$ cat src/hw/rtl/ktt_pkg.sv
// Package: table size, widths, result codes and the controller/datapath interface types.
package ktt_pkg;

  localparam int unsigned TABLE_DEPTH = 16;
  localparam int unsigned IDX_W = (TABLE_DEPTH > 1) ? $clog2(TABLE_DEPTH) : 1;
  localparam int unsigned CNT_W = $clog2(TABLE_DEPTH + 1);
  localparam int unsigned LIMIT_W = 5;
  localparam int unsigned CMP_W = (CNT_W > LIMIT_W) ? CNT_W : LIMIT_W;
  localparam logic [LIMIT_W-1:0] LIMIT_RESET = 5'd16;

  typedef enum logic [2:0] {
    ST_CREATED   = 3'd0,
    ST_REFRESHED = 3'd1,
    ST_REMOVED   = 3'd2,
    ST_MISS      = 3'd3,
    ST_FULL      = 3'd4,
    ST_EXPIRED   = 3'd5,
    ST_IDLE      = 3'd6
  } status_e;

  typedef struct packed {
    logic [31:0] key;
    logic [31:0] deadline;
    logic [15:0] address;
  } entry_t;

  typedef struct packed {
    logic             capture;
    logic             clear_scan;
    logic             rd_en;
    logic [IDX_W-1:0] rd_idx;
    logic             apply;
    logic             expire;
    logic             idle_res;
  } cmd_t;

  typedef struct packed {
    logic op_tick;
    logic out_free;
    logic best_found;
    logic last_due;
  } sts_t;

endpackage

$ cat src/hw/rtl/ktt_ctrl.sv
// Controller: sequences slot scans, updates and expiry emission.
module ktt_ctrl (
  input  logic          clk_i,
  input  logic          rst_ni,
  input  logic          in_valid_i,
  output logic          in_ready_o,
  input  ktt_pkg::sts_t sts_i,
  output ktt_pkg::cmd_t cmd_o
);

  typedef enum logic [1:0] {
    S_IDLE,
    S_SCAN,
    S_FLUSH,
    S_DECIDE
  } state_e;

  state_e                    state_q, state_d;
  logic [ktt_pkg::IDX_W-1:0] idx_q, idx_d;

  always_comb begin
    state_d = state_q;
    idx_d = idx_q;
    cmd_o = '0;
    cmd_o.rd_idx = idx_q;
    in_ready_o = 1'b0;
    unique case (state_q)
      S_IDLE: begin
        in_ready_o = 1'b1;
        if (in_valid_i) begin
          cmd_o.capture = 1'b1;
          cmd_o.clear_scan = 1'b1;
          idx_d = '0;
          state_d = S_SCAN;
        end
      end
      S_SCAN: begin
        cmd_o.rd_en = 1'b1;
        if (idx_q == ktt_pkg::IDX_W'(ktt_pkg::TABLE_DEPTH - 1)) begin
          state_d = S_FLUSH;
        end else begin
          idx_d = idx_q + 1'b1;
        end
      end
      S_FLUSH: begin
        state_d = S_DECIDE;
      end
      S_DECIDE: begin
        if (sts_i.out_free) begin
          priority if (!sts_i.op_tick) begin
            cmd_o.apply = 1'b1;
            state_d = S_IDLE;
          end else if (sts_i.best_found) begin
            cmd_o.expire = 1'b1;
            if (sts_i.last_due) begin
              state_d = S_IDLE;
            end else begin
              cmd_o.clear_scan = 1'b1;
              idx_d = '0;
              state_d = S_SCAN;
            end
          end else begin
            cmd_o.idle_res = 1'b1;
            state_d = S_IDLE;
          end
        end
      end
      default: state_d = S_IDLE;
    endcase
  end

  always_ff @(posedge clk_i or negedge rst_ni) begin
    if (!rst_ni) begin
      state_q <= S_IDLE;
      idx_q <= '0;
    end else begin
      state_q <= state_d;
      idx_q <= idx_d;
    end
  end

endmodule

$ cat src/hw/rtl/ktt_dp.sv
// Datapath: slot memory, valid bits, clock and count, scan registers and result register.
module ktt_dp (
  input  logic                          clk_i,
  input  logic                          rst_ni,
  input  ktt_pkg::cmd_t                 cmd_i,
  output ktt_pkg::sts_t                 sts_o,
  input  logic [ktt_pkg::LIMIT_W-1:0]   limit_i,
  input  logic                          func_i,
  input  logic [31:0]                   key_i,
  input  logic [15:0]                   timeout_i,
  input  logic [15:0]                   address_i,
  output logic                          out_valid_o,
  input  logic                          out_ready_i,
  output logic [2:0]                    status_o,
  output logic [31:0]                   key_res_o,
  output logic [15:0]                   address_res_o,
  output logic                          last_o
);

  localparam int unsigned DEPTH = ktt_pkg::TABLE_DEPTH;
  localparam int unsigned IDX_W = ktt_pkg::IDX_W;
  localparam int unsigned CNT_W = ktt_pkg::CNT_W;
  localparam int unsigned CMP_W = ktt_pkg::CMP_W;

  ktt_pkg::entry_t mem_q [DEPTH];
  ktt_pkg::entry_t rd_data_q;

  logic [DEPTH-1:0] valid_q;
  logic [31:0]      now_q;
  logic [CNT_W-1:0] live_q;

  logic        op_func_q;
  logic [31:0] op_key_q;
  logic [15:0] op_timeout_q;
  logic [15:0] op_addr_q;

  logic             cmp_vld_q;
  logic [IDX_W-1:0] cmp_idx_q;

  logic             match_found_q, free_found_q, best_found_q;
  logic [CNT_W-1:0] due_cnt_q;
  logic [IDX_W-1:0] match_idx_q, free_idx_q, best_idx_q;
  logic [15:0]      match_addr_q, best_addr_q;
  logic [31:0]      best_age_q, best_key_q;

  logic        out_valid_q;
  logic [2:0]  out_status_q;
  logic [31:0] out_key_q;
  logic [15:0] out_addr_q;
  logic        out_last_q;

  logic            slot_live, is_due, is_hit, is_empty;
  logic [31:0]     age;
  logic            ins_ok, rm_op, wr_en, load;
  logic [IDX_W-1:0] wr_idx;
  ktt_pkg::entry_t wr_data;
  ktt_pkg::status_e res_status;
  logic [31:0]     res_key;
  logic [15:0]     res_addr;
  logic            res_last;

  // compare stage
  assign slot_live = valid_q[cmp_idx_q];
  assign age = now_q - rd_data_q.deadline;
  assign is_due = cmp_vld_q && slot_live && !age[31];
  assign is_hit = cmp_vld_q && slot_live && (rd_data_q.key == op_key_q);
  assign is_empty = cmp_vld_q && !slot_live;

  // update decision
  assign rm_op = (op_timeout_q == 16'd0);
  assign ins_ok = !match_found_q && free_found_q && (CMP_W'(live_q) < CMP_W'(limit_i));
  assign wr_en = cmd_i.apply && !rm_op && (match_found_q || ins_ok);
  assign wr_idx = match_found_q ? match_idx_q : free_idx_q;
  assign wr_data = '{key: op_key_q, deadline: now_q + 32'(op_timeout_q), address: op_addr_q};
  assign load = cmd_i.apply || cmd_i.expire || cmd_i.idle_res;

  always_comb begin
    res_status = ktt_pkg::ST_IDLE;
    res_key = '0;
    res_addr = '0;
    res_last = 1'b1;
    priority if (cmd_i.apply) begin
      res_key = op_key_q;
      res_addr = op_addr_q;
      priority if (rm_op && match_found_q) begin
        res_status = ktt_pkg::ST_REMOVED;
        res_addr = match_addr_q;
      end else if (rm_op) begin
        res_status = ktt_pkg::ST_MISS;
      end else if (match_found_q) begin
        res_status = ktt_pkg::ST_REFRESHED;
      end else if (ins_ok) begin
        res_status = ktt_pkg::ST_CREATED;
      end else begin
        res_status = ktt_pkg::ST_FULL;
      end
    end else if (cmd_i.expire) begin
      res_status = ktt_pkg::ST_EXPIRED;
      res_key = best_key_q;
      res_addr = best_addr_q;
      res_last = (due_cnt_q == CNT_W'(1));
    end else begin
      res_status = ktt_pkg::ST_IDLE;
    end
  end

  // slot memory, one write and one registered read
  always_ff @(posedge clk_i) begin
    if (wr_en) begin
      mem_q[wr_idx] <= wr_data;
    end
    if (cmd_i.rd_en) begin
      rd_data_q <= mem_q[cmd_i.rd_idx];
    end
  end

  always_ff @(posedge clk_i or negedge rst_ni) begin
    if (!rst_ni) begin
      valid_q <= '0;
      live_q <= '0;
      now_q <= '0;
      op_func_q <= 1'b0;
      cmp_vld_q <= 1'b0;
      match_found_q <= 1'b0;
      free_found_q <= 1'b0;
      best_found_q <= 1'b0;
      due_cnt_q <= '0;
      out_valid_q <= 1'b0;
    end else begin
      cmp_vld_q <= cmd_i.rd_en;
      if (cmd_i.capture) begin
        op_func_q <= func_i;
        if (func_i) begin
          now_q <= now_q + 32'd1;
        end
      end
      if (cmd_i.apply && rm_op && match_found_q) begin
        valid_q[match_idx_q] <= 1'b0;
        live_q <= live_q - 1'b1;
      end else if (cmd_i.apply && !rm_op && ins_ok) begin
        valid_q[free_idx_q] <= 1'b1;
        live_q <= live_q + 1'b1;
      end else if (cmd_i.expire) begin
        valid_q[best_idx_q] <= 1'b0;
        live_q <= live_q - 1'b1;
      end
      priority if (cmd_i.clear_scan) begin
        match_found_q <= 1'b0;
        free_found_q <= 1'b0;
        best_found_q <= 1'b0;
        due_cnt_q <= '0;
      end else begin
        if (is_hit && !match_found_q) begin
          match_found_q <= 1'b1;
        end
        if (is_empty && !free_found_q) begin
          free_found_q <= 1'b1;
        end
        if (is_due) begin
          best_found_q <= 1'b1;
          due_cnt_q <= due_cnt_q + 1'b1;
        end
      end
      if (load) begin
        out_valid_q <= 1'b1;
      end else if (out_ready_i) begin
        out_valid_q <= 1'b0;
      end
    end
  end

  always_ff @(posedge clk_i) begin
    if (cmd_i.capture) begin
      op_key_q <= key_i;
      op_timeout_q <= timeout_i;
      op_addr_q <= address_i;
    end
    cmp_idx_q <= cmd_i.rd_idx;
    if (is_hit && !match_found_q) begin
      match_idx_q <= cmp_idx_q;
      match_addr_q <= rd_data_q.address;
    end
    if (is_empty && !free_found_q) begin
      free_idx_q <= cmp_idx_q;
    end
    // strictly older wins, so ties keep the lower slot
    if (is_due && (!best_found_q || age > best_age_q)) begin
      best_idx_q <= cmp_idx_q;
      best_age_q <= age;
      best_key_q <= rd_data_q.key;
      best_addr_q <= rd_data_q.address;
    end
    if (load) begin
      out_status_q <= res_status;
      out_key_q <= res_key;
      out_addr_q <= res_addr;
      out_last_q <= res_last;
    end
  end

  assign sts_o.op_tick = op_func_q;
  assign sts_o.out_free = !out_valid_q || out_ready_i;
  assign sts_o.best_found = best_found_q;
  assign sts_o.last_due = (due_cnt_q == CNT_W'(1));

  assign out_valid_o = out_valid_q;
  assign status_o = out_status_q;
  assign key_res_o = out_key_q;
  assign address_res_o = out_addr_q;
  assign last_o = out_last_q;

endmodule

$ cat src/hw/rtl/keyed_timeout_table_core.sv
// Top level: keyed deadline table with quota register, controller and datapath.
//
// Input channel (in_valid_i/in_ready_o) takes one transaction: func_i = 0 updates or
// removes the entry for key_i, func_i = 1 advances the seconds clock by one and expires
// every due entry. Output channel (out_valid_o/out_ready_i) returns one result per update,
// and one result per expired entry (oldest first) or a single idle result per tick; last_o
// marks the final result of a transaction. cfg_valid_i/cfg_ready_o writes the entry quota
// and is always ready; write it only while no transaction is in progress.
// Each pass over the table reads the slot memory one entry per cycle: an update's result is
// offered after the pass, the flush state and the decide state, and the next transaction
// can be taken once the controller is back in its idle state. A tick that expires entries
// runs one pass per expired entry and offers each result after that pass; an idle
// tick times like an update. in_ready_o is high only between transactions. A stalled
// receiver holds the result register; the next pass runs on and then waits until that
// register is taken.
// Reset empties the table at once (valid bits), clears the clock and live count, and sets
// the quota to 16; the slot memory itself is not cleared.
module keyed_timeout_table_core (
  input  logic        clk_i,
  input  logic        rst_ni,
  input  logic        in_valid_i,
  output logic        in_ready_o,
  input  logic        func_i,
  input  logic [31:0] key_i,
  input  logic [15:0] timeout_i,
  input  logic [15:0] address_i,
  output logic        out_valid_o,
  input  logic        out_ready_i,
  output logic [2:0]  status_o,
  output logic [31:0] key_res_o,
  output logic [15:0] address_res_o,
  output logic        last_o,
  input  logic        cfg_valid_i,
  output logic        cfg_ready_o,
  input  logic [4:0]  cfg_entry_limit_i
);

  ktt_pkg::cmd_t cmd;
  ktt_pkg::sts_t sts;
  logic [ktt_pkg::LIMIT_W-1:0] limit_q;

  assign cfg_ready_o = 1'b1;

  always_ff @(posedge clk_i or negedge rst_ni) begin
    if (!rst_ni) begin
      limit_q <= ktt_pkg::LIMIT_RESET;
    end else if (cfg_valid_i && cfg_ready_o) begin
      limit_q <= cfg_entry_limit_i;
    end
  end

  ktt_ctrl u_ctrl (
    .clk_i      (clk_i),
    .rst_ni     (rst_ni),
    .in_valid_i (in_valid_i),
    .in_ready_o (in_ready_o),
    .sts_i      (sts),
    .cmd_o      (cmd)
  );

  ktt_dp u_dp (
    .clk_i         (clk_i),
    .rst_ni        (rst_ni),
    .cmd_i         (cmd),
    .sts_o         (sts),
    .limit_i       (limit_q),
    .func_i        (func_i),
    .key_i         (key_i),
    .timeout_i     (timeout_i),
    .address_i     (address_i),
    .out_valid_o   (out_valid_o),
    .out_ready_i   (out_ready_i),
    .status_o      (status_o),
    .key_res_o     (key_res_o),
    .address_res_o (address_res_o),
    .last_o        (last_o)
  );

  a_one_at_a_time: assert property (@(posedge clk_i) disable iff (!rst_ni)
    (in_valid_i && in_ready_o) |=> !in_ready_o)
    else $error("transaction accepted while another is in progress");

  a_only_expiry_continues: assert property (@(posedge clk_i) disable iff (!rst_ni)
    (out_valid_o && !last_o) |-> (status_o == ktt_pkg::ST_EXPIRED))
    else $error("non-final result that is not an expiry");

  a_load_when_free: assert property (@(posedge clk_i) disable iff (!rst_ni)
    (cmd.apply || cmd.expire || cmd.idle_res) |-> sts.out_free)
    else $error("result register loaded while occupied");

endmodule

$ cat config.mk
export PLATFORM = sky130hd
export DESIGN_NAME = keyed_timeout_table_core
export DESIGN_NICKNAME = d
export VERILOG_FILES = /design/src/hw/rtl/ktt_pkg.sv /design/src/hw/rtl/ktt_ctrl.sv /design/src/hw/rtl/ktt_dp.sv /design/src/hw/rtl/keyed_timeout_table_core.sv
export SDC_FILE = /design/constraint.sdc
export NUM_CORES = 2
export LEC_CHECK = 0
export BUFFER_PORTS_ARGS = -buffer_cell sky130_fd_sc_hd__buf_2
export CAP_MARGIN = 20
export CORE_UTILIZATION = 55
export DETAILED_ROUTE_END_ITERATION = 10
export PLACE_DENSITY = 0.79
export SYNTH_ARGS = -nofsm -noshare
export SYNTH_HDL_FRONTEND = slang
export SYNTH_SLANG_ARGS = --single-unit
export TNS_END_PERCENT = 1
$ cat constraint.sdc
create_clock -name clk_i -period 6.34 [get_ports clk_i]
set_input_delay 0.634 -clock clk_i [delete_from_list [all_inputs] [get_ports clk_i]]
set_output_delay 0.634 -clock clk_i [all_outputs]
set_load 0.01 [all_outputs]
==> results.md <==
- Status: finished clean
- Antenna viol nets, final: 0
- Slew Limit Fails: 0
- Total negative setup slack: 0 ps
- Syn Nets: between 3000 and 4000
- Ys flop type: edfxtp_1
- Clock Power Share: 0.335
- DIE AREA: 122000 µm²
- Clk pin slew, worst setup/hold paths: ~60 ps
- WL final: about 150000 µm
- MaxCap Viol Count: 0
- Vias in the first global route: ~36000
- Comb power frac: 0.167
- Fmax: between 150 and 200 MHz
- Final Hold Viols: 0
- Flop2flop setup slack: between 800 and 900 ps
- Area of the multi-input gates: 16200 µm²
- RSZ-0062 raised after global routing: false
- Die Ht: between 300 and 400 µm
- Syn Inst Count: between 3000 and 4000
- Post-synthesis cell area: between 60000 and 70000 µm²
- Mean post-synth cell area: roughly 18 µm²
- Final hold slack: 33.7 ps
- P_leak: roughly 25 nW
- Largest net degree at the start of global routing: about 130
- Clock tree buffer depth: 3
- Fraction of layout cells with a size suffix above 1: 0.173
- Core Area: 120000 µm²
- Place WS: approximately 930 ps
- Dpl hpwl: 81100 µm
- Diodes inserted: 0
- Switch share: 0.270
- Initial Util: 0.555
- Global route overflow: 0
- Num CTS Buffers: between 150 and 200
- Initial drt markers: between 4000 and 5000
- Post-synth EDFFs: 1584
- Worst-Skew Late Latency: about 790 ps
- Tmin final: around 5500 ps
- Post-synthesis sequential area ratio: 0.744
- Sequential Power Share: 0.499
- Final worst slack: roughly 860 ps
- End of the worst hold path: u_dp.op_key_q[3]
- Setup crit end kind: flop
- DR DRC count: 0
- Startpoint type of the worst setup path: flop
- PD cells: between 300 and 400 nW/µm²
- Sequential Area: slightly below 50000 µm²
- Crit Path Class: flop to flop
- Ys Warns: 0
- Vias per cell: 6.31
- Area grow syn2layout: 12.5%
- Hold WC Path Type: input port to flop
- Ports: 130
- Antenna violations before repair: 3
- Async set or reset register ratio after synthesis: 0.0451
- H-tree depth reported by CTS: 4
- CTS tree: built
- Final setup vio count: 0
- Pre-Repair DR Iteration Count: 5
- Sw power: approximately 7.6 mW
- Hold path depth: 1
- Crit Reg-Reg Startpoint: u_dp.now_q[0]
- Layout fillers: a little over 8000
- Clock Skew: between 30 and 40 ps
- Postcts setup bufs: 0
- PortBufs: about 130
- Critical Path RT: a little under 7000 ps
- CP max FO: 36
- Netlist cell types: 73
- Number of placement rows: 127
- Arrival time worst endpoint: just under 6000 ps
- Layout Utilization: 0.624
- Share of the cycle needed by the critical path after routing: 0.864
- CTS resizes: 0
- Synth Register Bits: roughly 1700
- Worst rel slew slack: 0.191
- Worst-margin pin slew: about 1200 ps
- Wire length per cell: 26.9 µm
- Post-Layout Inst Area: roughly 75000 µm²
- CTS Sinks: about 1700
- Global-route wire length before repair: roughly 230000 µm
- Pint: 20.5 mW
- Vias: ~36000
- Worst min-delay path startpoint: key_i[3]
- Routability cong.: between 0.8 and 0.9
- Fin nets: 4183
- Die width: 350 µm
- Max VDD drop: around 300 µV
- Root Buffer: clkbuf_16
- Reg-to-Reg End: u_dp.best_key_q[15]
- Reg2Reg Depth: 20
- Area post-placement: 69400 µm²
- GRT Overall Usage: 0.253
[what timing repair did]
action / in CTS / in global routing
hold buffers: 16 / 0
setup endpoints to repair: 0 / 0
hold endpoints to repair: 48 / 0
[cells in the final DEF (no fill, tap or decap), types with 17 or more instances in the layout]
| cell type | instances |
|---|---|
| clkinv_1 | 31 |
| inv_1 | 101 |
| a221oi_1 | 80 |
| mux4_2 | 163 |
| ha_1 | 93 |
| o21ai_0 | 219 |
| clkinv_2 | 22 |
| clkbuf_16 | 162 |
| edfxtp_1 | 1584 |
| nand3_1 | 45 |
| nor2_4 | 18 |
| buf_2 | 127 |
| nand2_1 | 194 |
| a21o_1 | 28 |
| mux2_2 | 81 |
| nor2_1 | 51 |
| nor2b_1 | 21 |
| nand4_1 | 25 |
| mux2i_1 | 259 |
| nor3_1 | 18 |
| a22oi_1 | 82 |
| and3_1 | 17 |
| nand2b_1 | 18 |
| a21oi_1 | 167 |
| a22o_1 | 32 |
| dfrtp_1 | 70 |
| xor2_1 | 32 |
| buf_4 | 66 |
| xnor2_1 | 93 |
| clkbuf_1 | 38 |
[power groups by stage]
| stage | logic (mW) | clock network, mW | registers [mW] |
|---|---|---|---|
| after floorplan | 3.29 | 0 | 14.0 |
| after global placement | 4.50 | 0 | 14.2 |
| after detailed placement | 4.61 | 0 | 14.2 |
| after CTS | 4.67 | 9.51 | 14.0 |
| after global routing | 5.07 | 9.93 | 14.1 |
| final | 4.69 | 9.41 | 14.0 |
[cell type report]
cell class                      count  area share
Inverter                          104     0.00525
Sequential cell                  1663       0.662
Clock buffer                      208      0.0575
Clock inverter                     84      0.0117
Tap cell                         1612      0.0269
Timing Repair Buffer              223      0.0209
Multi-Input combinational cell   1859       0.216
[layer usage]
metal  part of all wire  global-route usage
met1               0.39               0.345
met2               0.49               0.411
met3              0.099              0.0488
met4              0.028              0.0861
met5            0.00015                   0
[cells by family (layout without fill, tap and decap cells)]
kind of cell,after synthesis,after routing,share of synthesized area
fa+ha+maj,96,96,0.0183
buf+inv,269,619,0.0156
other cells,1,1,0.0000563
mux,508,508,0.109
compound gates,681,681,0.0652
flops,1663,1663,0.744
xor+xnor,125,125,0.0164
simple gates,448,448,0.0315
[state kept, by name (all words and copies together) (netlist names), 5 cells and up]
register            flops
u_dp.valid_q           16
u_dp.address_res_o     16
u_dp.match_addr_q      16
u_dp.rd_data_q         80
u_dp.op_addr_q         16
u_dp.live_q             5
u_dp.best_age_q        32
u_dp.op_key_q          32
u_dp.best_key_q        32
limit_q                 5
u_dp.due_cnt_q          5
u_dp.best_addr_q       16
u_dp.now_q             32
u_dp.op_timeout_q      16
u_dp.key_res_o         32
u_dp.mem_q           1280
[worst max-delay path: stages (launching register included)]
cell and delay [ps]:
dfrtp_1 410, inv_1 110, ha_1 170, inv_1 60, fa_1 420, a211oi_1 280
o21bai_1 140, nand4_1 160, a22oi_1 160, a211o_1 330, a211o_1 340, a221oi_2 330
xnor2_1 140, ha_1 320, nand4_1 80, nor2_1 170, nand2_1 80, nor3_1 250
a211o_1 160, and3_4 620, buf_4 360
[through the flow]
stage                     power (mW)  cells
after floorplan                 17.3   3791
after global placement          18.7   5432
after detailed placement        18.8   5433
after CTS                       28.2   5741
after global routing            29.1   5753
final                           28.1   5753
[cell usage after synthesis, drive strengths merged, types with 7 or more instances]
| cell type | instances | area (µm²) |
|---|---|---|
| nand3 | 45 | 225 |
| a22oi | 82 | 616 |
| edfxtp | 1584 | 47600 |
| a31oi | 9 | 56.3 |
| xnor2 | 93 | 815 |
| buf | 45 | 196 |
| mux2i | 260 | 2610 |
| and3 | 18 | 113 |
| nand2b | 18 | 113 |
| o21ai | 226 | 1140 |
| nor2b | 22 | 138 |
| nand4 | 25 | 156 |
| nand2 | 195 | 732 |
| mux2 | 83 | 935 |
| nor3b | 8 | 60.1 |
| a21oi | 170 | 862 |
| a22o | 32 | 280 |
| nor2 | 70 | 263 |
| xor2 | 32 | 280 |
| ha | 94 | 1180 |
| inv | 103 | 387 |
| a21o | 28 | 210 |
| mux4 | 165 | 3720 |
| dfrtp | 74 | 1850 |
| and2 | 8 | 50.1 |
| nor3 | 18 | 90.1 |
| a221oi | 81 | 716 |
| clkbuf | 120 | 450 |
| nor4 | 7 | 43.8 |
[worst max path at each step]
| stage | cells past startpoint | slack (ps) | startpoint | to |
|---|---|---|---|---|
| after CTS | 20 | 830 | u_dp.now_q[0] | u_dp.best_key_q[15] |
| after floorplan | 20 | 370 | u_dp.now_q[0] | u_dp.best_addr_q[0] |
| final | 20 | 860 | u_dp.now_q[0] | u_dp.best_key_q[15] |
| after global placement | 20 | 1030 | u_dp.now_q[0] | u_dp.best_key_q[3] |
| after global routing | 20 | 470 | u_dp.now_q[0] | u_dp.best_key_q[0] |
| after detailed placement | 20 | 930 | u_dp.now_q[0] | u_dp.best_key_q[5] |
(Power assumes the default switching activity.)
